--- src/design/dedil_pkg.sv ---
// Shared constants, codes and control types for the double-ended indexed list.
`default_nettype none
package dedil_pkg;

	localparam int CAPACITY      = 256;
	localparam int ELEMENT_WIDTH = 32;
	localparam int IDX_W         = $clog2(CAPACITY);
	localparam int CNT_W         = IDX_W + 1;
	localparam int POS_W         = 8;
	localparam int OP_W          = 3;
	localparam int STATUS_W      = 2;

	typedef enum logic [OP_W-1:0] {
		OP_INS_HEAD = 3'd0,
		OP_INS_TAIL = 3'd1,
		OP_REM_HEAD = 3'd2,
		OP_REM_TAIL = 3'd3,
		OP_RD_HEAD  = 3'd4,
		OP_RD_TAIL  = 3'd5,
		OP_RD_INDEX = 3'd6,
		OP_NONE     = 3'd7
	} op_t;

	typedef enum logic [STATUS_W-1:0] {
		ST_OK    = 2'd0,
		ST_FULL  = 2'd1,
		ST_EMPTY = 2'd2,
		ST_RANGE = 2'd3
	} status_t;

	// Per-cycle command broadcast to every cell
	typedef struct packed {
		logic shift_r;  // every cell takes its left neighbour (insert at head)
		logic shift_l;  // every cell takes its right neighbour (remove head)
		logic wr_tail;  // the selected cell loads the new element
		logic snap;     // read chain copies the element chain
		logic rd_step;  // read chain moves one cell towards the head
	} cell_ctrl_t;

endpackage
`default_nettype wire

--- src/design/dedil_ctrl.sv ---
// Sequencer: element count, operation decode, read-chain timing and result register.
`default_nettype none
module dedil_ctrl (
	input  wire logic                                clk,
	input  wire logic                                arst_n,
	input  wire logic                                in_valid,
	output logic                                     in_ready,
	input  wire logic [dedil_pkg::OP_W-1:0]          op,
	input  wire logic [dedil_pkg::POS_W-1:0]         position,
	input  wire logic [dedil_pkg::ELEMENT_WIDTH-1:0] head_rd,
	output dedil_pkg::cell_ctrl_t                    cell_ctrl,
	output logic      [dedil_pkg::IDX_W-1:0]         tail_idx,
	output logic                                     out_valid,
	input  wire logic                                out_ready,
	output logic      [dedil_pkg::ELEMENT_WIDTH-1:0] read_data,
	output logic                                     read_valid,
	output logic      [dedil_pkg::CNT_W-1:0]         list_size,
	output logic      [dedil_pkg::STATUS_W-1:0]      status
);
	import dedil_pkg::*;

	typedef enum logic [2:0] {
		S_IDLE  = 3'b001,
		S_SHIFT = 3'b010,
		S_DONE  = 3'b100
	} state_t;

	state_t                   state_q, state_d;
	logic [CNT_W-1:0]         count_q, count_d;
	logic [IDX_W-1:0]         left_q, left_d;
	logic                     out_valid_q;
	logic [ELEMENT_WIDTH-1:0] out_data_q;
	logic                     out_rv_q;
	logic [CNT_W-1:0]         out_size_q;
	status_t                  out_status_q;

	logic       accept;
	logic       out_free;
	logic       full, empty;
	logic       start_rd;
	logic [IDX_W-1:0] steps;
	status_t    st_d;
	logic       load_imm;
	logic       load_rd;

	assign out_free = !out_valid_q || out_ready;
	assign in_ready = (state_q == S_IDLE) && out_free;
	assign accept   = in_valid && in_ready;
	assign full     = (count_q == CNT_W'(CAPACITY));
	assign empty    = (count_q == '0);
	assign tail_idx = count_q[IDX_W-1:0];

	// Operation decode at accept
	always_comb begin
		cell_ctrl = '0;
		count_d   = count_q;
		start_rd  = 1'b0;
		steps     = '0;
		st_d      = ST_OK;
		if (accept) begin
			case (op_t'(op))
				OP_INS_HEAD: begin
					if (full) begin
						st_d = ST_FULL;
					end else begin
						cell_ctrl.shift_r = 1'b1;
						count_d = count_q + CNT_W'(1);
					end
				end
				OP_INS_TAIL: begin
					if (full) begin
						st_d = ST_FULL;
					end else begin
						cell_ctrl.wr_tail = 1'b1;
						count_d = count_q + CNT_W'(1);
					end
				end
				OP_REM_HEAD: begin
					if (empty) begin
						st_d = ST_EMPTY;
					end else begin
						cell_ctrl.shift_l = 1'b1;
						count_d = count_q - CNT_W'(1);
					end
				end
				OP_REM_TAIL: begin
					if (empty) begin
						st_d = ST_EMPTY;
					end else begin
						count_d = count_q - CNT_W'(1);
					end
				end
				OP_RD_HEAD: begin
					if (empty) begin
						st_d = ST_EMPTY;
					end else begin
						start_rd = 1'b1;
					end
				end
				OP_RD_TAIL: begin
					if (empty) begin
						st_d = ST_EMPTY;
					end else begin
						start_rd = 1'b1;
						steps    = IDX_W'(count_q - CNT_W'(1));
					end
				end
				OP_RD_INDEX: begin
					if (CNT_W'(position) >= count_q) begin
						st_d = ST_RANGE;
					end else begin
						start_rd = 1'b1;
						steps    = IDX_W'(position);
					end
				end
				default: begin
				end
			endcase
		end
		cell_ctrl.snap    = start_rd;
		cell_ctrl.rd_step = (state_q == S_SHIFT);
	end

	// Read sequencing
	always_comb begin
		state_d = state_q;
		left_d  = left_q;
		load_rd = 1'b0;
		case (state_q)
			S_IDLE: begin
				if (start_rd) begin
					left_d  = steps;
					state_d = (steps == '0) ? S_DONE : S_SHIFT;
				end
			end
			S_SHIFT: begin
				left_d = left_q - IDX_W'(1);
				if (left_q == IDX_W'(1)) begin
					state_d = S_DONE;
				end
			end
			S_DONE: begin
				if (out_free) begin
					load_rd = 1'b1;
					state_d = S_IDLE;
				end
			end
			default: begin
				state_d = S_IDLE;
			end
		endcase
	end

	assign load_imm = accept && !start_rd;

	always_ff @(posedge clk or negedge arst_n) begin
		if (!arst_n) begin
			state_q     <= S_IDLE;
			count_q     <= '0;
			left_q      <= '0;
			out_valid_q <= 1'b0;
		end else begin
			state_q <= state_d;
			count_q <= count_d;
			left_q  <= left_d;
			if (load_imm || load_rd) begin
				out_valid_q <= 1'b1;
			end else if (out_ready) begin
				out_valid_q <= 1'b0;
			end
		end
	end

	always_ff @(posedge clk) begin
		if (load_imm) begin
			out_data_q   <= '0;
			out_rv_q     <= 1'b0;
			out_size_q   <= count_d;
			out_status_q <= st_d;
		end else if (load_rd) begin
			out_data_q   <= head_rd;
			out_rv_q     <= 1'b1;
			out_size_q   <= count_q;
			out_status_q <= ST_OK;
		end
	end

	assign out_valid  = out_valid_q;
	assign read_data  = out_data_q;
	assign read_valid = out_rv_q;
	assign list_size  = out_size_q;
	assign status     = out_status_q;

endmodule
`default_nettype wire

--- config.mk ---
export PLATFORM = sky130hd
export DESIGN_NAME = dedil_ctrl
export DESIGN_NICKNAME = d
export VERILOG_FILES = /design/src/design/dedil_pkg.sv /design/src/design/dedil_ctrl.sv
export SDC_FILE = /design/constraint.sdc
export NUM_CORES = 1
export LEC_CHECK = 0
export BUFFER_PORTS_ARGS = -buffer_cell sky130_fd_sc_hd__buf_2
export CAP_MARGIN = 20
export CORE_ASPECT_RATIO = 1.5
export CORE_MARGIN = 3
export CORE_UTILIZATION = 49
export CTS_BUF_LIST = sky130_fd_sc_hd__clkbuf_8
export DETAILED_ROUTE_END_ITERATION = 12
export PLACE_DENSITY = 0.89
export SYNTH_ARGS = -nofsm -noshare
export SYNTH_HDL_FRONTEND = slang
export SYNTH_SLANG_ARGS = --single-unit
--- constraint.sdc ---
create_clock -name clk -period 2.63 [get_ports clk]
set_input_delay 0.263 -clock clk [delete_from_list [all_inputs] [get_ports clk]]
set_output_delay 0.263 -clock clk [all_outputs]
set_load 0.02 [all_outputs]
### Word level (Yosys, flattened, before mapping)

Index checks and enable logic that the tools add are counted.

* register bits: 65
* output and inout port bits: 59
* logic and storage cells: 82
* input bits: 47

* multiplexer cells: 37
* reductions and logical operators: 19
* equality and inequality tests: 14
* order comparisons: 1
* add/sub/neg operators: 3

Operators by type and width (number)
* 2-to-1 mux 9 bit: 5
* 2-to-1 mux 8 bit: 4
* one-hot mux 8 bit (2 select lines): 2
* one-hot mux 9 bit (2 select lines): 1
* 2-to-1 mux 3 bit: 5
* equality test 3 bit (second input constant): 4
* 2-to-1 mux 1 bit: 12
* 2-to-1 mux 2 bit: 5
* adder 9 x 1 -> 9 bit (second input constant): 1
* equality test 3 x 2 -> 1 bit (second input constant): 3
* equality test 9 bit (second input constant): 1
* greater-or-equal comparator 8 x 9 -> 1 bit: 1
* zero test 9 bit: 1
* one-hot mux 3 bit (3 select lines): 1
* subtractor 9 x 1 -> 9 bit (second input constant): 1
* equality test 8 x 1 -> 1 bit (second input constant): 1
* zero test 8 bit: 1
* subtractor 8 x 1 -> 8 bit (second input constant): 1
* equality test 3 x 1 -> 1 bit (second input constant): 2
* one-hot mux 2 bit (3 select lines): 1
* nonzero test 2 bit: 3
* OR reduction 2 bit: 3
* != test 2 bit (second input constant): 2
* OR reduction 4 bit: 1
* 8 further kinds: 12

### Longest topological paths before layout

Gate-level depths: netlist (run 1).

* word-level depth: 9
* depth in mapped cells: 10

### Worst setup path after synthesis (run 1)

OpenSTA, ideal clock, no wires.

* path type: reg-to-reg
* start point: register count_q[6]
* end point: register out_size_q[0], in the netlist list_size[0], enable pin
* slack: -0.014 ns
* arrival: 2.291 ns
* required time: 2.277 ns
* cell stages (with the launch flop): 10
* cells stage by stage: dfrtp_1 > clkbuf_1 > inv_1 > ha_1 > and4b_1 > nand3_1 > o21ai_0 > o21ai_2 > a21oi_4 > nand2b_1

* longest elaborated chain between the ends: 7
* elaborated cells between the ends (all ways): 9

Ends and longest elaborated chain
* start, declared: RTL line dedil_ctrl.sv:29 `logic [CNT_W-1:0] count_q, count_d;`
* start signal, assigned: RTL line dedil_ctrl.sv:164 `count_q <= count_d;`
* greater-or-equal comparator 8 x 9 -> 1 bit / zero test 9 bit (equally long branches): RTL line dedil_ctrl.sv:109, dedil_ctrl.sv:50
* 2-to-1 mux 1 bit, on equally long branches: RTL line dedil_ctrl.sv:109, dedil_ctrl.sv:94, dedil_ctrl.sv:101
* one-hot mux 1 bit (2 select lines) (*): RTL line dedil_ctrl.sv:61 `case (op_t'(op))`
* 2-to-1 mux 1 bit (*): RTL line dedil_ctrl.sv:60 `if (accept) begin`
* zero test 1 bit (*): RTL line dedil_ctrl.sv:154 `assign load_imm = accept && !start_rd;`
* logical AND 1 bit (*): RTL line dedil_ctrl.sv:154
* nonzero test 2 bit (no source line) (*)
* end signal, assigned: RTL line dedil_ctrl.sv:178 `out_size_q <= count_d;`
* end signal, assigned: RTL line dedil_ctrl.sv:183 `out_size_q <= count_q;`
* end, declared: RTL line dedil_ctrl.sv:34 `logic [CNT_W-1:0] out_size_q;`

Every way passes the cells marked *; elsewhere a longest branch is shown, timed or not.
A chain may end at the register's enable or synchronous reset.

==> results of run 1 <==
-- synthesized netlist by cell type, types with 2 or more instances --
cell type / count
a22oi_1: 3
buf_2: 4
a32oi_1: 2
dfrtp_1: 20
ha_1: 14
inv_1: 15
a21o_1: 3
nor2b_1: 4
nor4_1: 4
buf_4: 9
nand4b_1: 2
o211a_1: 2
a221o_1: 3
o211ai_1: 3
a221oi_1: 2
o31ai_4: 2
xor2_1: 2
or3_1: 6
dfxtp_1: 33
nand2b_1: 6
o221ai_1: 2
buf_6: 5
nand3_1: 10
nor3_1: 16
edfxtp_1: 11
or2_2: 3
nor2_1: 19
a21oi_4: 2
o22ai_1: 9
xnor2_1: 7
clkbuf_1: 14
o21ai_2: 2
nand4_1: 4
a31oi_1: 8
and3_1: 2
nor4b_1: 3
nand2_1: 81
o21ai_0: 19
a21oi_1: 44
-- stage by stage --
step,worst slack (ns),TNS (ns),hold slack (ns),total power [mW],cell area [sq um]
after floorplan,0.1098,0,-0.03259,1.087,3643
after CTS,0.001894,0,0.1290,2.037,4489
after global placement,0.2407,0,0.2667,1.146,4273
after detailed placement,0.1903,0,0.2657,1.148,4273
final,0.06646,0,0.1345,2.031,4533
after global routing,-0.007049,-0.007049,0.1336,2.104,4533
-- layout make-up --
class | instances | area (sq um) | share of cell area
clock buffer | 9 | 123.9 | 0.02733
timing repair buffer | 132 | 734.5 | 0.1620
inverter | 16 | 60.06 | 0.01325
multi-input combinational | 311 | 1894 | 0.4179
sequential | 65 | 1519 | 0.3351
tap | 97 | 121.4 | 0.02677
clock inverter | 7 | 80.08 | 0.01766
-- state kept, by name (all words and copies together) (netlist names) --
register,count
read_data,32
count_q,9
list_size,9
left_q,8
state_q,3
status,2
out_valid,1
read_valid,1
-- per-layer routing --
| layer | part of all wire | GRT usage |
|---|---|---|
| met5 | 0 | 0 |
| met4 | 0.031 | 0.1318 |
| met3 | 0.057 | 0.05259 |
| met2 | 0.54 | 0.4375 |
| met1 | 0.37 | 0.2692 |
-- placed cells by master, fill, tap and decap left out, drive strengths merged, types with 9 or more instances in the layout --
cell      n
dfxtp    33
nand2    82
nand3    11
o21ai    22
o22ai     9
clkbuf    9
inv      21
ha       14
dfrtp    20
buf     131
nor3     17
edfxtp   11
a21oi    46
nor2     20
-- worst reg2reg max path, cell delays in order, from the launching register on --
cell	delay, ns
dfrtp_1	0.39
buf_4	0.17
or4_4	0.59
buf_4	0.17
or3_1	0.34
ha_1	0.29
nor3_1	0.04
a21oi_1	0.17
o21ai_0	0.11
-- kinds of logic (layout without fill, tap and decap cells) --
kind of cell    count (synthesis)  after routing  synth area share
fa+ha+maj                      14             14           0.04811
xor+xnor                        9              9           0.02165
mux                             1              1          0.002749
buf+inv                        48            164           0.07044
compound gates                117            117            0.2141
simple gates                  170            170            0.2261
flops                          65             65            0.4168
-- worst max path at each step --
stage	end	slack, ns
after CTS	cell_ctrl[1]	0.002
after floorplan	list_size[0]$_DFFE_PP_	0.11
final	cell_ctrl[1]	0.07
after detailed placement	list_size[7]$_DFFE_PP_	0.19
after global placement	out_valid$_DFFE_PN0P_	0.24
after global routing	cell_ctrl[1]	-0.007
-- what timing repair did --
item	in CTS	in global routing
endpoints found under the hold margin	20	0
pin swaps	0	2
hold buffers	1	0
endpoints found under the setup margin	1	36
resized for setup	1	8
setup buffers	0	3
-- power by group --
part           switching (mW)  internal (mW)
registers            0.000504           1.01
clock network           0.440          0.455
logic                  0.0709         0.0522
==> flow_summary.ini, run 1 <==
[status]
outcome = complete, no violations

[worst_setup_path]
arrival_ns = 2.30
cpLargestDelayFamily = buffers and inverters
path_depth = 7
critPathMaxStageDelay_ns = 0.59
path_buf_inv = 4
reg2regPathDepth = 8
required_ns = 2.37
worst_path_most_repeated_cell = buf_4
worst_setup_path_start_kind = register
startpoint = count_q[6]$_DFF_PN0_
crit_type = register to primary output
endpoint_kind = primary output
worstPathCellList = buf_4 > or4_4 > o31ai_4 > buf_6 > o22ai_1 > buf_4 > buf_2
worstPathMaxFanout = 8
cp_slowest_cell = or4_4
timing.rr.start = count_q[6]$_DFF_PN0_
r2r_slack_ns = 0.11
worst_r2r_endpoint = list_size[0]$_DFFE_PP_

[placed_design]
gp_congestion = 0.9751
placed_cells_incl_taps = 617
portBuffers = 105
place_hpwl_um = 7755

[global_routing]
grtUsageTotal = 0.2453
first_global_vias = 3702
grt_overflow = 0
grt_max_degree = 35
antenna_found_initial = 0
grt_pass1_wl_um = 17080

[floorplan]
die_y_um = 111.6
die_w_um = 76.38
row_count = 37
io_pins = 106
core_region_area_sq_um = 7037
initial_utilization = 0.5174
die_area_sq_um = 8522

[worst_hold_path]
hold_class = input port to register
worstHoldStart = head_rd[30]
min_to = read_data[30]$_SDFFE_PP0P_
whs_path_depth = 3

[synth]
synth-async-reset-ratio = 0.3231
ys.flop_type = dfxtp_1
ys_seq_area_frac = 0.4168
syn_inst = 424
syn-num-nets = 485
synth_top_area_share = 0.1814
synth_area_leader_cell = dfxtp_1
synth_area_leaders = dfxtp_1, dfrtp_1, edfxtp_1
synth_area_sq_um = 3641
ys_ff_latch = 65
yosys_warnings = 0
synth.avg_cell_area_sq_um = 8.587
synth-edff-count = 11
yosysUniqueCellTypes = 63

[clocking]
clock_tree.buffer_depth = 2
clock-sinks = 65
cts_tree = done
clock_latency_ns = 0.35
h-tree-depth = 3
clkTransAtPathRegs_ns = 0.09
cts-root-buf = clkbuf_8
numCtsBuffers = 9

[power_and_ir_drop]
p_per_area_nw_per_um2 = 448.1
power.leakage_nw = 1.930
ir_worst_vdd_uv = 534.7

[final_layout]
finalNonFillerCells = 637
antenna_cells = 0
fillers = 609
layout-drive-gt1-share = 0.3167
nets = 596
area_delta_synth_final_pct = 24.50
fin_util = 0.6442

[drt]
drt_iter0_markers = 353
routed_wl_um = 10470
dr.pass1.iters = 7
drc = 0
via_per_inst = 5.802
ant_nets = 0
drt-wirelength-per-cell_um = 16.44
vias = 3696

[timing]
worstMarginPinSlew_ns = 0.5239
drv_slew = 0
setup_viol = 0
fin_crit_sh = 0.9747
fmax_mhz = 390.1
skew_ns = 0.01608
finalCriticalPeriod_ns = 2.564
slew_headroom = 0.6507
hold_viol = 0

[run]
drv_cap = 0
Power figures use the tool's default switching activity.
==> run 2: changes to the inputs <==
--- a/config.mk
+++ b/config.mk
@@ -9,10 +9,10 @@
 export CAP_MARGIN = 20
 export CORE_ASPECT_RATIO = 1.5
 export CORE_MARGIN = 3
-export CORE_UTILIZATION = 49
-export CTS_BUF_LIST = sky130_fd_sc_hd__clkbuf_8
+export CORE_UTILIZATION = 47
+export CTS_BUF_LIST = sky130_fd_sc_hd__clkbuf_4 sky130_fd_sc_hd__clkbuf_8 sky130_fd_sc_hd__clkbuf_16
 export DETAILED_ROUTE_END_ITERATION = 12
-export PLACE_DENSITY = 0.89
+export PLACE_DENSITY = 0.86
 export SYNTH_ARGS = -nofsm -noshare
 export SYNTH_HDL_FRONTEND = slang
 export SYNTH_SLANG_ARGS = --single-unit
==> flow_summary.ini, run 2 (synthesis results as in run 1) <==
[worst_hold_path]
hold_class = input port to register

[global_routing]
antenna_found_initial = 0
grtUsageMet1 = 0.2462
grtUsageMet2 = 0.4239
first_global_vias = 3575
grtUsageTotal = 0.2355
grt_max_degree = 35
met3_usage = 0.06319
grt_pass1_wl_um = 16520
grt_overflow = 0
busiest_layer = met2

[timing]
fin_crit_sh = 0.9587
finalCriticalPeriod_ns = 2.521
skew_ns = 0.01103
worstMarginPinSlew_ns = 0.5318
fmax_mhz = 396.6
fin_ws_ns = 0.1086
finalSetupTns_ns = 0
slew_headroom = 0.6442
hold_viol = 0
drv_slew = 0
setup_viol = 0

[final_layout]
final_cell_mix = buf_2, nand2_1, a21oi_1
antenna_cells = 0
largest_reg_flops = 32
area_delta_synth_final_pct = 24.40
nets = 592
fin_util = 0.6146
layout-drive-gt1-share = 0.3172
mostFrequentLayoutCell = buf_2
fin_area_sq_um = 4529

[worst_setup_path]
critPathMaxStageDelay_ns = 0.42
worst_path_most_repeated_cell = nor2_1
cp_slowest_cell = or3b_4
endpoint_kind = primary output
arrival_ns = 2.26
worst_setup_path_start_kind = register
crit_type = register to primary output
worstPathMaxFanout = 5
required_ns = 2.37
worstPathCellList = inv_1 > ha_1 > or3b_4 > o31ai_4 > nor2_1 > nand2_2 > nor2_1 > buf_2

[power_and_ir_drop]
ir_worst_vdd_uv = 411.7
switchingPower_mw = 0.4743
p_comb_frac = 0.059
sw_frac_of_total = 0.2317
clock_power_share = 0.446
p_per_area_nw_per_um2 = 452.0
power.leakage_nw = 1.913
internal-power_mw = 1.573
p_seq_frac = 0.495

[clocking]
h-tree-depth = 3
numCtsBuffers = 9
cts_tree = done
clock_latency_ns = 0.35
clock_tree.buffer_depth = 2
clkTransAtPathRegs_ns = 0.08
clock-sinks = 65
cts-root-buf = clkbuf_8

[floorplan]
die_y_um = 113.8
row_count = 38
initial_utilization = 0.4941
io_pins = 106
die_w_um = 77.87
die_area_sq_um = 8861
core_region_area_sq_um = 7370

[drt]
ant_nets = 0
drc = 0
drt-wirelength-per-cell_um = 16.27
drt_iter0_markers = 229
routed_wl_um = 10350
vias = 3605
dr.pass1.iters = 5
via_per_inst = 5.668

[placed_design]
dp_slack_ns = 0.1208
gp_congestion = 0.9354
portBuffers = 105
placed_area_sq_um = 4262
place_hpwl_um = 7896

[run]
drv_cap = 0

[status]
outcome = complete, no violations
run 2: area by class of cell:
class / instances / area (sq um)
clock inverter: 5 / 63.81
fill: 638 / 2840
clock buffer: 11 / 156.4
multi-input combinational: 311 / 1903
inverter: 16 / 60.06
sequential: 65 / 1520
timing repair buffer: 128 / 700.7
tap: 100 / 125.1
run 2: power groups by stage:
stage	clock network, mW	logic, mW	registers, mW
floorplan	0	0.0508	1.04
global placement	0	0.112	1.03
detailed placement	0	0.114	1.03
CTS	0.924	0.117	1.01
global route	0.960	0.132	1.01
finish	0.913	0.121	1.01
run 2: worst paths after layout:
path | cells past startpoint | slack, ns | to | from
hold / removal | 3 | 0.14 | read_data[6]$_SDFFE_PP0P_ | head_rd[6]
setup / recovery | 8 | 0.11 | cell_ctrl[3] | count_q[1]$_DFF_PN0_
hold reg to reg | 2 | 0.45 | read_data[1]$_SDFFE_PP0P_ | read_data[1]$_SDFFE_PP0P_
min in group asynchronous | 2 | 0.41 | count_q[6]$_DFF_PN0_ | arst_n
setup reg to reg | 8 | 0.20 | state_q[1]$_DFFE_PN0P_ | count_q[2]$_DFF_PN0_
max in group asynchronous | 2 | 1.84 | count_q[4]$_DFF_PN0_ | arst_n
run 2: what timing repair did:
action | 4_1_cts | 5_1_grt
hold buffers | 1 | 0
endpoints found under the setup margin | 2 | 16
buffers inserted | 0 | 1
hold endpoints to repair | 20 | 0
pin swaps | 1 | 1
resized for setup | 4 | 7
run 2: metal layers:
| metal | up-vias | share of wire |
|---|---|---|
| li1 | 1726 | - |
| met1 | 1673 | 0.36 |
| met2 | 170 | 0.53 |
| met4 | 0 | 0.039 |
| met5 | - | 0 |
| met3 | 36 | 0.071 |
run 2: through the flow:
| step | hold WS, ns | total power, mW | cells |
|---|---|---|---|
| 2_1_floorplan | -0.03259 | 1.087 | 424 |
| 3_3_place_gp | 0.2602 | 1.147 | 618 |
| 3_5_place_dp | 0.2607 | 1.149 | 618 |
| 4_1_cts | 0.1292 | 2.054 | 635 |
| 5_1_grt | 0.1395 | 2.105 | 636 |
| 6_report | 0.1422 | 2.047 | 636 |
run 2: critical path: cells and delay by family, from the launching register on:
kind	cells	cell delay, ns
AND/OR/NAND/NOR	4	0.76
AO/OA/AOI/OAI	1	0.30
buffers and inverters	2	0.29
flip-flops	1	0.38
adder cells (fa/ha/maj)	1	0.18
