$ cat src/design/dedil_pkg.sv
// Shared constants, codes and control types for the double-ended indexed list.
`default_nettype none
package dedil_pkg;

	localparam int CAPACITY      = 256;
	localparam int ELEMENT_WIDTH = 32;
	localparam int IDX_W         = $clog2(CAPACITY);
	localparam int CNT_W         = IDX_W + 1;
	localparam int POS_W         = 8;
	localparam int OP_W          = 3;
	localparam int STATUS_W      = 2;

	typedef enum logic [OP_W-1:0] {
		OP_INS_HEAD = 3'd0,
		OP_INS_TAIL = 3'd1,
		OP_REM_HEAD = 3'd2,
		OP_REM_TAIL = 3'd3,
		OP_RD_HEAD  = 3'd4,
		OP_RD_TAIL  = 3'd5,
		OP_RD_INDEX = 3'd6,
		OP_NONE     = 3'd7
	} op_t;

	typedef enum logic [STATUS_W-1:0] {
		ST_OK    = 2'd0,
		ST_FULL  = 2'd1,
		ST_EMPTY = 2'd2,
		ST_RANGE = 2'd3
	} status_t;

	// Per-cycle command broadcast to every cell
	typedef struct packed {
		logic shift_r;  // every cell takes its left neighbour (insert at head)
		logic shift_l;  // every cell takes its right neighbour (remove head)
		logic wr_tail;  // the selected cell loads the new element
		logic snap;     // read chain copies the element chain
		logic rd_step;  // read chain moves one cell towards the head
	} cell_ctrl_t;

endpackage
`default_nettype wire

$ cat src/design/dedil_cell.sv
// One list cell: an element register and a read-chain register.
`default_nettype none
module dedil_cell (
	input  wire logic                                clk,
	input  wire dedil_pkg::cell_ctrl_t               ctrl,
	input  wire logic                                wr_sel,
	input  wire logic [dedil_pkg::ELEMENT_WIDTH-1:0] wr_value,
	input  wire logic [dedil_pkg::ELEMENT_WIDTH-1:0] left_elem,
	input  wire logic [dedil_pkg::ELEMENT_WIDTH-1:0] right_elem,
	input  wire logic [dedil_pkg::ELEMENT_WIDTH-1:0] right_rd,
	output logic      [dedil_pkg::ELEMENT_WIDTH-1:0] elem,
	output logic      [dedil_pkg::ELEMENT_WIDTH-1:0] rd
);
	import dedil_pkg::*;

	logic [ELEMENT_WIDTH-1:0] elem_q;
	logic [ELEMENT_WIDTH-1:0] rd_q;

	always_ff @(posedge clk) begin
		if (ctrl.shift_r) begin
			elem_q <= left_elem;
		end else if (ctrl.shift_l) begin
			elem_q <= right_elem;
		end else if (ctrl.wr_tail && wr_sel) begin
			elem_q <= wr_value;
		end
	end

	always_ff @(posedge clk) begin
		if (ctrl.snap) begin
			rd_q <= elem_q;
		end else if (ctrl.rd_step) begin
			rd_q <= right_rd;
		end
	end

	assign elem = elem_q;
	assign rd   = rd_q;

endmodule
`default_nettype wire

$ cat config.mk
export PLATFORM = sky130hd
export DESIGN_NAME = dedil_cell
export DESIGN_NICKNAME = d
export VERILOG_FILES = /design/src/design/dedil_pkg.sv /design/src/design/dedil_cell.sv
export SDC_FILE = /design/constraint.sdc
export NUM_CORES = 1
export LEC_CHECK = 0
export BUFFER_PORTS_ARGS = -buffer_cell sky130_fd_sc_hd__buf_2
export CAP_MARGIN = 20
export CORE_MARGIN = 4
export CORE_UTILIZATION = 39
export DETAILED_ROUTE_END_ITERATION = 12
export PLACE_DENSITY = 0.78
export SLEW_MARGIN = 25
export SYNTH_ARGS = -nofsm -noshare
export SYNTH_HDL_FRONTEND = slang
export SYNTH_SLANG_ARGS = --single-unit
$ cat constraint.sdc
create_clock -name clk -period 1.9 [get_ports clk]
set_clock_uncertainty 0.15 [all_clocks]
set_input_delay 0.285 -clock clk [delete_from_list [all_inputs] [get_ports clk]]
set_output_delay 0.285 -clock clk [all_outputs]
set_load 0.01 [all_outputs]
# ---- Word level (Yosys, flattened, before mapping)
# Index checks and enable logic that the tools add are counted.
dict set report totals {
  memories 0
  elab_cells 10
  latchBits 0
  ff_bits 64
  ramBits 0
  mem_bits_ro 0
}
dict set report op_classes {
  addsub 0
  div_mod_pow 0
  n_bitwise 0
  eq_ne 0
  mul 0
  n_mux 5
  n_lt_le_gt_ge 0
  n_shift 0
  n_reduce_logical 3
}
# op n
set op_table {}
lappend op_table {{$mux 32} 5}
lappend op_table {{$reduce_bool 3->1} 1}
lappend op_table {{$reduce_bool 2->1} 1}
lappend op_table {{$logic_and 1x1->1} 1}

# ---- Logic depth before layout (Yosys ltp)
# Gate-level depths: netlist (run 1).
dict set report logic_depth {
  ltp_word 4
  mapped_depth 4
  ltp_nobuf 2
}

# ---- Worst setup path before layout (run 1)
# OpenSTA, ideal clock, no wires.
dict set report synth_path {
  kind {input-to-reg}
  start {input port ctrl[1] in the netlist's numbering}
  end {register rd_q[0], in the netlist rd[0] (enable)}
  path_slack_ns 0.052
  stages 3
  setup_time_ns 0.390
  path_buffers 2
  required_ns 1.360
  t_arrival_ns 1.307
  path_cell_list {buf_6 -> buf_12 -> or2_1}
}
dict set report synth_between {
  elab_chain_cells 1
}
# element line_no
set synth_rtl {}
lappend synth_rtl {{from (decl)} dedil_cell.sv:5} ;# input wire dedil_pkg::cell_ctrl_t ctrl,
lappend synth_rtl {{$reduce_bool 2->1 (no source line)} n/a}
lappend synth_rtl {{to (signal assigned)} dedil_cell.sv:31} ;# rd_q <= elem_q;
lappend synth_rtl {{to (signal assigned)} dedil_cell.sv:33} ;# rd_q <= right_rd;
lappend synth_rtl {{to (decl)} dedil_cell.sv:17} ;# logic [ELEMENT_WIDTH-1:0] rd_q;
# No other way between the ends.
# A chain may end at the register's enable or synchronous reset.

# ---- Worst setup path in the final report (run 1)
dict set report layout_path {
  start {register elem_q[30], in the netlist elem[30]}
  end {output port elem[30] in the netlist's numbering}
}
# element line_no
set layout_lines {}
lappend layout_lines {{from (decl)} dedil_cell.sv:16} ;# logic [ELEMENT_WIDTH-1:0] elem_q;
lappend layout_lines {{from (signal assigned)} dedil_cell.sv:21} ;# elem_q <= left_elem;
lappend layout_lines {{from (signal assigned)} dedil_cell.sv:23} ;# elem_q <= right_elem;
lappend layout_lines {{from (signal assigned)} dedil_cell.sv:25} ;# elem_q <= wr_value;
lappend layout_lines {{to (decl)} dedil_cell.sv:11} ;# output logic [dedil_pkg::ELEMENT_WIDTH-1:0] elem,
# No word-level cell between the ends.

==> summary.txt, run 1 <==
1st-iter DRT viols - 58
final RePlAce weighted congestion - 0.788
Arrival @ worst endpoint - 910 ps
Tmin final - 1340 ps
number of antenna diodes - 0
post-synthesis simple-gate area fraction - 3.97%
data required time of the critical path - 1460 ps
register clock-pin slew on the reported worst setup and hold paths - 70 ps
final hold violations - 0
fraction of synthesized cell area taken by the top area cell type - 60.4%
synthesis-to-layout area growth - 37.4%
total number of placement rows - 32
cells along the critical path - buf_2
post-CTS setup buffer count - 0
count of input and output buffers - 198
Pre-antenna DRT Iters - 4
max incr delay on CP - 420 ps
final design area excluding fillers - 0.00437 mm²
count of distinct cell types in the synthesized netlist - 13
final clock period utilization by the worst path - 70.7%
critical path depth - 1
vias in the first global route - 2458
startpoint type of the worst setup path - register
wire length of the first global-routing pass - 12.3 mm
class of the tightest hold or removal check - in2reg
fraction of synthesis flops using an asynchronous set or reset pin - 0%
Synth Area in XOR/XNOR - 0%
final core area utilization - 55.7%
Placed Area - 0.00422 mm²
result of the run - finished, final reports clean
power per cell area - 796 mW/mm²
# DRC - 0
initial antenna violation count - 0
summed instance area of the synthesized netlist - 0.00318 mm²
transition time of the tightest slew-check pin - 405 ps
average wire length per cell after detail routing - 15.2 µm
ratio of cells with drive above 1 in the final layout - 60.4%
post-synthesis compound-gate area fraction - 5.31%
final-layout worst hold slack - 85.9 ps
Max H-tree Level - 3
Seq/Total Area, Yosys - 60.4%
Yosys top cell by area - edfxtp_1
post-synthesis cell count - 209
Final ANT Viol Nets - 0
I/O pin cnt - 199
Seq cells post-synth - 64
mean instance size in the synthesized netlist - 15.2 µm²
final setup violating endpoints - 0
insertion delay of the later-clocked pin in the worst-skew pair - 320 ps
area of the die - 0.00967 mm²
Core ar. - 0.00785 mm²
CP Capture Type - output pin
Die Span Y - 98.3 µm
leading post-synthesis cells by cell area - edfxtp_1 (60%), mux2_4 (14%), mux2i_1 (10%)
die width - 98.3 µm
worst path bufs/invs - 1
warnings from Yosys - 0
sum of negative setup slack - 0 ps
maximum net fanout on the critical path - 2
detailed-route wire length - 7.91 mm
number of flops mapped to enable cells by yosys - 64
maximum frequency from static timing analysis - 745 MHz
via count normalized by instance count - 4.59
most common library cells after synthesis - edfxtp_1 (64), mux2i_1 (32), nand2_1 (32)
adder and majority gate portion of the synthesized area - 0%
top cell family by delay on the critical path - flip-flops
highest-delay cell along the critical path - edfxtp_1
Resize count post-CTS - 0
Clock Tree Buf Depth - 2
main combinational cell family by area after synthesis - multiplexers
library cell with the highest instance count after synthesis - edfxtp_1
number of clock sinks seen by CTS - 64
initial cell density of the core - 40.6%
maximum number of pins on one net before global-route repair - 34
setup repair after global routing missed its margin - no
final net count - 547
clock tree from TritonCTS - yes
relative max-transition margin - 73.0%
worst r2r path cells - 1
top_reg_cell synth - edfxtp_1
total routing resource utilization after global routing - 16.2%
number of stages on the worst hold path - 3
Net Count, Synth - 344
class of the most critical setup path - reg2out
total clock buffers created by CTS - 9
maxcap violations - 0
Static Leakage - 2.14 nW
hold buffer count at cts - 0
HPWL after DPL - 6.53 mm
number of max-slew violations in the final report - 0
overflow left after global routing - 0
multiplexer share of the synthesized area - 24.8%
count of vias placed by the detailed router - 2382
cell at the root of the clock tree - clkbuf_8
maximum resistive drop on vdd - 0.324 mV
[cell families after synthesis]
logic type | after synthesis
multiplexers | 64
AND/OR/NAND/NOR | 33
buffers and inverters | 15
flip-flops | 64
AO/OA/AOI/OAI | 33
[cell usage in the layout, fill, tap and decap left out]
| master | count |
|---|---|
| buf_2 | 198 |
| edfxtp_1 | 64 |
| mux2i_1 | 32 |
| nand2_1 | 32 |
| o21ai_1 | 29 |
| mux2_4 | 29 |
| clkbuf_8 | 9 |
| buf_4 | 7 |
| clkinv_2 | 4 |
| o21ai_0 | 3 |
| mux2_2 | 3 |
| clkbuf_1 | 2 |
| buf_12 | 2 |
| a211o_1 | 1 |
| or2_1 | 1 |
| clkinv_1 | 1 |
[tightest hold or removal path, delay by kind of cell]
kind	cells	cell delay (ps)
buffers and inverters	1	80
AOI/OAI and AO/OA	1	50
and+or+nand+nor	1	40
[final cells by class]
cell class	count	area, µm²
sequential	64	1920
clock inverter	5	23.8
multi-input combinational	130	1080
fill	688	3470
clock buffer	11	131
tap	102	128
timing repair buffer	207	1080
[through the flow]
stage | setup WS [ps] | cells | power (mW)
3_3_place_gp | 480 | 503 | 2.57
6_report | 557 | 519 | 3.48
3_5_place_dp | 436 | 503 | 2.59
4_1_cts | 529 | 519 | 3.54
5_1_grt | 501 | 519 | 3.67
2_1_floorplan | 52.3 | 209 | 2.24
[path summary, 6_finish.rpt]
path / startpoint / endpoint / slack [ps]
worst min register to register: elem[21]$_DFFE_PP_ / rd[21]$_DFFE_PP_ / 420
worst min-delay path: left_elem[31] / elem[31]$_DFFE_PP_ / 90
worst max register to register: elem[30]$_DFFE_PP_ / rd[30]$_DFFE_PP_ / 800
worst max-delay path: elem[30]$_DFFE_PP_ / elem[30] / 560
[layer usage]
layer | global-route usage (%) | up-vias | share of wire [%] | routed length, µm
met5 | 0 | - | 0 | 0
met4 | 6.62 | 0 | 1.3 | 103
met3 | 4.57 | 9 | 9.1 | 716
met2 | 29.5 | 106 | 54 | 4290
met1 | 17.7 | 1082 | 35 | 2800
li1 | - | 1185 | - | -
[registers in the layout, indices dropped and copies added, names as in the netlist]
signal and count:
elem 32, rd 32
[power breakdown]
group	switching, mW	internal [mW]
clock	0.478	0.460
sequential	0.0716	1.76
combinational	0.330	0.380
total	0.879	2.60
Power figures use the tool's default switching activity.
==> run 2, diff against run 1 <==
Settings changed: CORE_UTILIZATION 39 to 43, PLACE_DENSITY 0.78 to 0.82.
Clock period 1.9 ns to 1.25 ns, I/O delays scaled along.
==> summary.txt, run 2 (synthesized netlist as in run 1, its figures left out) <==
maximum number of pins on one net before global-route repair - 37 (was 34)
initial cell density of the core - 44.1% (was 40.6%)
class of the tightest hold or removal check - in2reg (unchanged)
final-layout worst hold slack - 10.1 ps (was 85.9 ps)
Tmin final - 1270 ps
max incr delay on CP - 430 ps (was 420 ps)
HPWL after DPL - 6.43 mm (was 6.53 mm)
die width - 94.0 µm (was 98.3 µm)
violations in the final reports - setup timing
maximum frequency from static timing analysis - 785 MHz
data required time of the critical path - 910 ps (was 1460 ps)
post-layout worst setup margin - -23.3 ps (was 557 ps)
dpl cells - 500 (was 503)
highest-delay cell along the critical path - edfxtp_1 (unchanged)
cells along the critical path - buf_2 (unchanged)
detailed-route wire length - 8.82 mm (was 7.91 mm)
setup repair after global routing missed its margin - yes (was no)
wire length of the first global-routing pass - 12.7 mm (was 12.3 mm)
vias in the first global route - 2783 (was 2458)
worst r2r path cells - 2 (was 1)
total clock buffers created by CTS - 9 (unchanged)
Pre-antenna DRT Iters - 4 (unchanged)
final clock period utilization by the worst path - 102%
register clock-pin slew on the reported worst setup and hold paths - 60 ps (was 70 ps)
final setup violating endpoints - 1 (was 0)
Final ANT Viol Nets - 0 (unchanged)
final RePlAce weighted congestion - 0.795 (was 0.788)
maximum net fanout on the critical path - 2 (unchanged)
synthesis-to-layout area growth - 52.5% (was 37.4%)
initial antenna violation count - 0 (unchanged)
power per cell area - 1130 mW/mm² (was 796 mW/mm²)
Placed Area - 0.00423 mm² (was 0.00422 mm²)
count of input and output buffers - 198 (unchanged)
non-filler cells in the finished layout - 565 (was 519)
insertion delay of the later-clocked pin in the worst-skew pair - 330 ps (was 320 ps)
class of the most critical setup path - reg2out (unchanged)
I/O pin cnt - 199 (unchanged)
number of stages on the worst hold path - 3 (unchanged)
commonest cells after routing, fill and taps aside - buf_2 (197), edfxtp_1 (64), dlygate4sd3_1 (38) (was buf_2 (198), edfxtp_1 (64), mux2i_1 (32), nand2_1 (32))
number of max-slew violations in the final report - 0 (unchanged)
final hold violations - 0 (unchanged)
Max H-tree Level - 3 (unchanged)
area of the die - 0.00884 mm² (was 0.00967 mm²)
transition time of the tightest slew-check pin - 438 ps (was 405 ps)
final design area excluding fillers - 0.00485 mm² (was 0.00437 mm²)
FF-to-FF End - rd[22]$_DFFE_PP_ (was rd[30]$_DFFE_PP_)
count of vias placed by the detailed router - 2644 (was 2382)
CP Capture Type - output pin (unchanged)
via count normalized by instance count - 4.68 (was 4.59)
Worst Hold Launch - left_elem[26] (was left_elem[31])
Core ar. - 0.00721 mm² (was 0.00785 mm²)
Clock Tree Buf Depth - 2 (unchanged)
Static Leakage - 2.36 nW (was 2.14 nW)
# DRC - 0 (unchanged)
final net count - 597 (was 547)
Fillers - 548 (was 688)
maximum resistive drop on vdd - 0.494 mV (was 0.324 mV)
most common cell after layout, fill and taps aside - buf_2 (unchanged)
clock tree from TritonCTS - yes (unchanged)
startpoint type of the worst setup path - register (unchanged)
source of the worst register-to-register timing path - elem[22]$_DFFE_PP_ (was elem[30]$_DFFE_PP_)
1st-iter DRT viols - 79 (was 58)
cell at the root of the clock tree - clkbuf_8 (unchanged)
worst path bufs/invs - 1 (unchanged)
maxcap violations - 0 (unchanged)
number of antenna diodes - 0 (unchanged)
total routing resource utilization after global routing - 19.2% (was 16.2%)
Die Span Y - 94.0 µm (was 98.3 µm)
Arrival @ worst endpoint - 940 ps (was 910 ps)
minimum setup slack among reg-to-reg paths - 0 ps (was 800 ps)
relative max-transition margin - 70.8% (was 73.0%)
result of the run - complete, but fails checks (was finished, final reports clean)
total number of placement rows - 31 (was 32)
ratio of cells with drive above 1 in the final layout - 57.3% (was 60.4%)
number of clock sinks seen by CTS - 64 (unchanged)
average wire length per cell after detail routing - 15.6 µm (was 15.2 µm)
overflow left after global routing - 0 (unchanged)
terminating pin of the worst hold path - elem[26]$_DFFE_PP_ (was elem[31]$_DFFE_PP_)
top cell family by delay on the critical path - flip-flops (unchanged)
-- run 2: changes by cell type in the layout (fill, tap and decap cells not counted), sizes merged --
cell	previous run	this run
dlygate4sd3	0	38
buf	207	219
clkbuf	11	10
-- run 2: final cells by class --
class / instances / area (µm²) / area share (%)
Clock buffer: 10 / 128 / 2.63
Clock inverter: 5 / 25.0 / 0.515
Multi-Input combinational cell: 130 / 1100 / 22.6
Sequential cell: 64 / 1920 / 39.6
Tap cell: 99 / 124 / 2.55
Timing Repair Buffer: 257 / 1560 / 32.1
-- run 2: report_power, final --
group / total, mW / leakage [nW] / switching (mW) / internal [mW]
combinational: 1.26 / 1.62 / 0.546 / 0.717
sequential: 2.79 / 0.662 / 0.109 / 2.68
clock: 1.42 / 0.0854 / 0.734 / 0.690
-- run 2: routing by layer --
layer	wire [µm]	GRT usage, %
met1	3210	19.2
met2	4730	36.5
met3	548	3.61
met4	327	11.0
met5	0	0
-- run 2: metrics by stage --
stage,power (mW),setup WS [ps],util (%),TNS [ps]
floorplan,3.41,-37.6,-,-1200
global placement,3.90,-36.8,58.6,-1880
detailed placement,3.93,-59.6,58.6,-3090
CTS,5.45,-22.6,66.4,-62.6
global route,5.72,-49.9,67.3,-362
finish,5.47,-23.3,67.3,-23.3
-- run 2: worst max-delay path by stage --
stage               cells after the start                from            endpoint  slack [ps]
detailed placement                      4             ctrl[3]  elem[27]$_DFFE_PP_         -60
floorplan                               3             ctrl[3]   elem[0]$_DFFE_PP_         -40
global route                            1  elem[22]$_DFFE_PP_            elem[22]         -50
global placement                        3             ctrl[1]     rd[1]$_DFFE_PP_         -40
CTS                                     1  elem[22]$_DFFE_PP_            elem[22]         -20
finish                                  1  elem[22]$_DFFE_PP_            elem[22]         -20
-- run 2: what timing repair did --
item                                   in CTS  in global routing
gates resized for setup                     0                  1
endpoints found under the hold margin      38                  0
setup endpoints to repair                   8                 26
pin swaps                                   0                  0
hold buffers                               38                  0
setup buffers                               4                  8
==> run 3, diff against run 2 <==
Settings changed: CORE_UTILIZATION 43 to 40, CTS_BUF_LIST set to sky130_fd_sc_hd__clkbuf_4 sky130_fd_sc_hd__clkbuf_8, PLACE_DENSITY 0.82 to 0.8.
Clock period 1.25 ns to 1.15 ns, I/O delays scaled along.
==> summary.txt, run 3 (synthesized netlist as in run 1, its figures left out) <==
Tmin final - 1250 ps
post-layout worst setup margin - -98.6 ps (was -23.3 ps)
class of the tightest hold or removal check - in2reg (unchanged)
transition time of the tightest slew-check pin - 428 ps (was 438 ps)
cells along the critical path - buf_2 (unchanged)
via count normalized by instance count - 4.70 (was 4.68)
Static Leakage - 2.58 nW (was 2.36 nW)
dpl cells - 507 (was 500)
violations in the final reports - setup timing (unchanged)
Pre-antenna DRT Iters - 4 (unchanged)
number of antenna diodes - 0 (unchanged)
I/O pin cnt - 199 (unchanged)
sum of negative setup slack - -3250 ps (was -23.3 ps)
total net switching power - 1.61 mW (was 1.39 mW)
maximum resistive drop on vdd - 0.598 mV (was 0.494 mV)
part of the power in combinational logic - 24.3% (was 23.1%)
data required time of the critical path - 830 ps (was 910 ps)
most common cell after layout, fill and taps aside - buf_2 (unchanged)
count of vias placed by the detailed router - 2836 (was 2644)
power per cell area - 1220 mW/mm² (was 1130 mW/mm²)
final setup violating endpoints - 85 (was 1)
Arrival @ worst endpoint - 930 ps (was 940 ps)
maximum frequency from static timing analysis - 801 MHz
sequential group share of total power - 46.9% (was 50.9%)
startpoint type of the worst setup path - register (unchanged)
number of clock sinks seen by CTS - 64 (unchanged)
wire length of the first global-routing pass - 15.1 mm (was 12.7 mm)
max incr delay on CP - 420 ps (was 430 ps)
ratio of cells with drive above 1 in the final layout - 56.1% (was 57.3%)
Fillers - 539 (was 548)
maximum net fanout on the critical path - 2 (unchanged)
insertion delay of the later-clocked pin in the worst-skew pair - 340 ps (was 330 ps)
Max H-tree Level - 3 (unchanged)
switching part of the total power - 24.9% (was 25.4%)
count of input and output buffers - 198 (unchanged)
CP Capture Type - output pin (unchanged)
class of the most critical setup path - reg2out (unchanged)
total routing resource utilization after global routing - 20.3% (was 19.2%)
initial cell density of the core - 41.2% (was 44.1%)
result of the run - complete, but fails checks (unchanged)
relative max-transition margin - 71.5% (was 70.8%)
P_int - 4.85 mW (was 4.09 mW)
clock tree from TritonCTS - yes (unchanged)
part of the power in the clock network - 28.9% (was 26.0%)
Die Span Y - 97.2 µm (was 94.0 µm)
number of max-slew violations in the final report - 0 (unchanged)
detailed-route wire length - 9.48 mm (was 8.82 mm)
setup repair after global routing missed its margin - yes (unchanged)
final RePlAce weighted congestion - 0.803 (was 0.795)
total number of placement rows - 32 (was 31)
total clock buffers created by CTS - 9 (unchanged)
die width - 97.2 µm (was 94.0 µm)
worst setup timing slack at the placement stage - -200 ps (was -59.6 ps)
final hold violations - 0 (unchanged)
initial antenna violation count - 0 (unchanged)
worst path bufs/invs - 1 (unchanged)
vias in the first global route - 3133 (was 2783)
Clock Tree Buf Depth - 2 (unchanged)
Final ANT Viol Nets - 0 (unchanged)
maxcap violations - 0 (unchanged)
maximum number of pins on one net before global-route repair - 42 (was 37)
average wire length per cell after detail routing - 15.7 µm (was 15.6 µm)
synthesis-to-layout area growth - 66.8% (was 52.5%)
cell at the root of the clock tree - clkbuf_8 (unchanged)
final net count - 631 (was 597)
HPWL after DPL - 6.58 mm (was 6.43 mm)
area of the die - 0.00945 mm² (was 0.00884 mm²)
# DRC - 0 (unchanged)
commonest cells after routing, fill and taps aside - buf_2 (193), edfxtp_1 (64), dlygate4sd3_1 (59) (was buf_2 (197), edfxtp_1 (64), dlygate4sd3_1 (38))
1st-iter DRT viols - 81 (was 79)
Core ar. - 0.00773 mm² (was 0.00721 mm²)
top cell family by delay on the critical path - flip-flops (unchanged)
register clock-pin slew on the reported worst setup and hold paths - 70 ps (was 60 ps)
non-filler cells in the finished layout - 603 (was 565)
final clock period utilization by the worst path - 109%
overflow left after global routing - 0 (unchanged)
highest-delay cell along the critical path - edfxtp_1 (unchanged)
final-layout worst hold slack - 6.64 ps (was 10.1 ps)
-- run 3: worst paths after layout --
check,startpoint,end,slack [ps],cells past startpoint
setup / recovery,elem[10]$_DFFE_PP_,elem[10],-100,1
hold / removal,left_elem[22],elem[22]$_DFFE_PP_,7,3
setup reg to reg,elem[28]$_DFFE_PP_,rd[28]$_DFFE_PP_,-70,2
hold reg to reg,elem[14]$_DFFE_PP_,rd[14]$_DFFE_PP_,430,1
-- run 3: per-stage QoR --
step	total power [mW]	utilization, %	area [µm²]
global route	6.76	68.7	5310
finish	6.46	68.7	5310
detailed placement	4.32	55.9	4320
CTS	6.43	68.0	5260
global placement	4.27	55.9	4320
floorplan	3.71	-	3210
-- run 3: metal layers --
| layer | routed length, µm | GRT usage (%) |
|---|---|---|
| met2 | 5250 | 39.3 |
| met1 | 3210 | 18.9 |
| met3 | 623 | 5.31 |
| met4 | 394 | 11.6 |
| met5 | 0 | 0 |
-- run 3: final cells by class --
| cell class | count | area (µm²) | share of cell area (%) |
|---|---|---|---|
| Multi-Input combinational cell | 130 | 1100 | 20.8 |
| Tap cell | 102 | 128 | 2.40 |
| Clock inverter | 6 | 60.1 | 1.13 |
| Timing Repair Buffer | 291 | 1960 | 37.0 |
| Sequential cell | 64 | 1920 | 36.2 |
| Clock buffer | 10 | 131 | 2.47 |
-- run 3: power by group through the flow --
stage               clock (mW)  combinational [mW]  sequential, mW
floorplan                    0               0.500            3.21
global placement             0                1.20            3.07
detailed placement           0                1.24            3.08
CTS                       1.89                1.51            3.02
global route              2.02                1.68            3.06
finish                    1.87                1.57            3.03
-- run 3: repair_timing --
item                                    in CTS  in global routing
resized for setup                            2                  8
endpoints found under the setup margin      64                 89
setup buffers                               18                  5
gates cloned                                 0                  0
endpoints found under the hold margin       60                  0
hold buffers                                60                  0
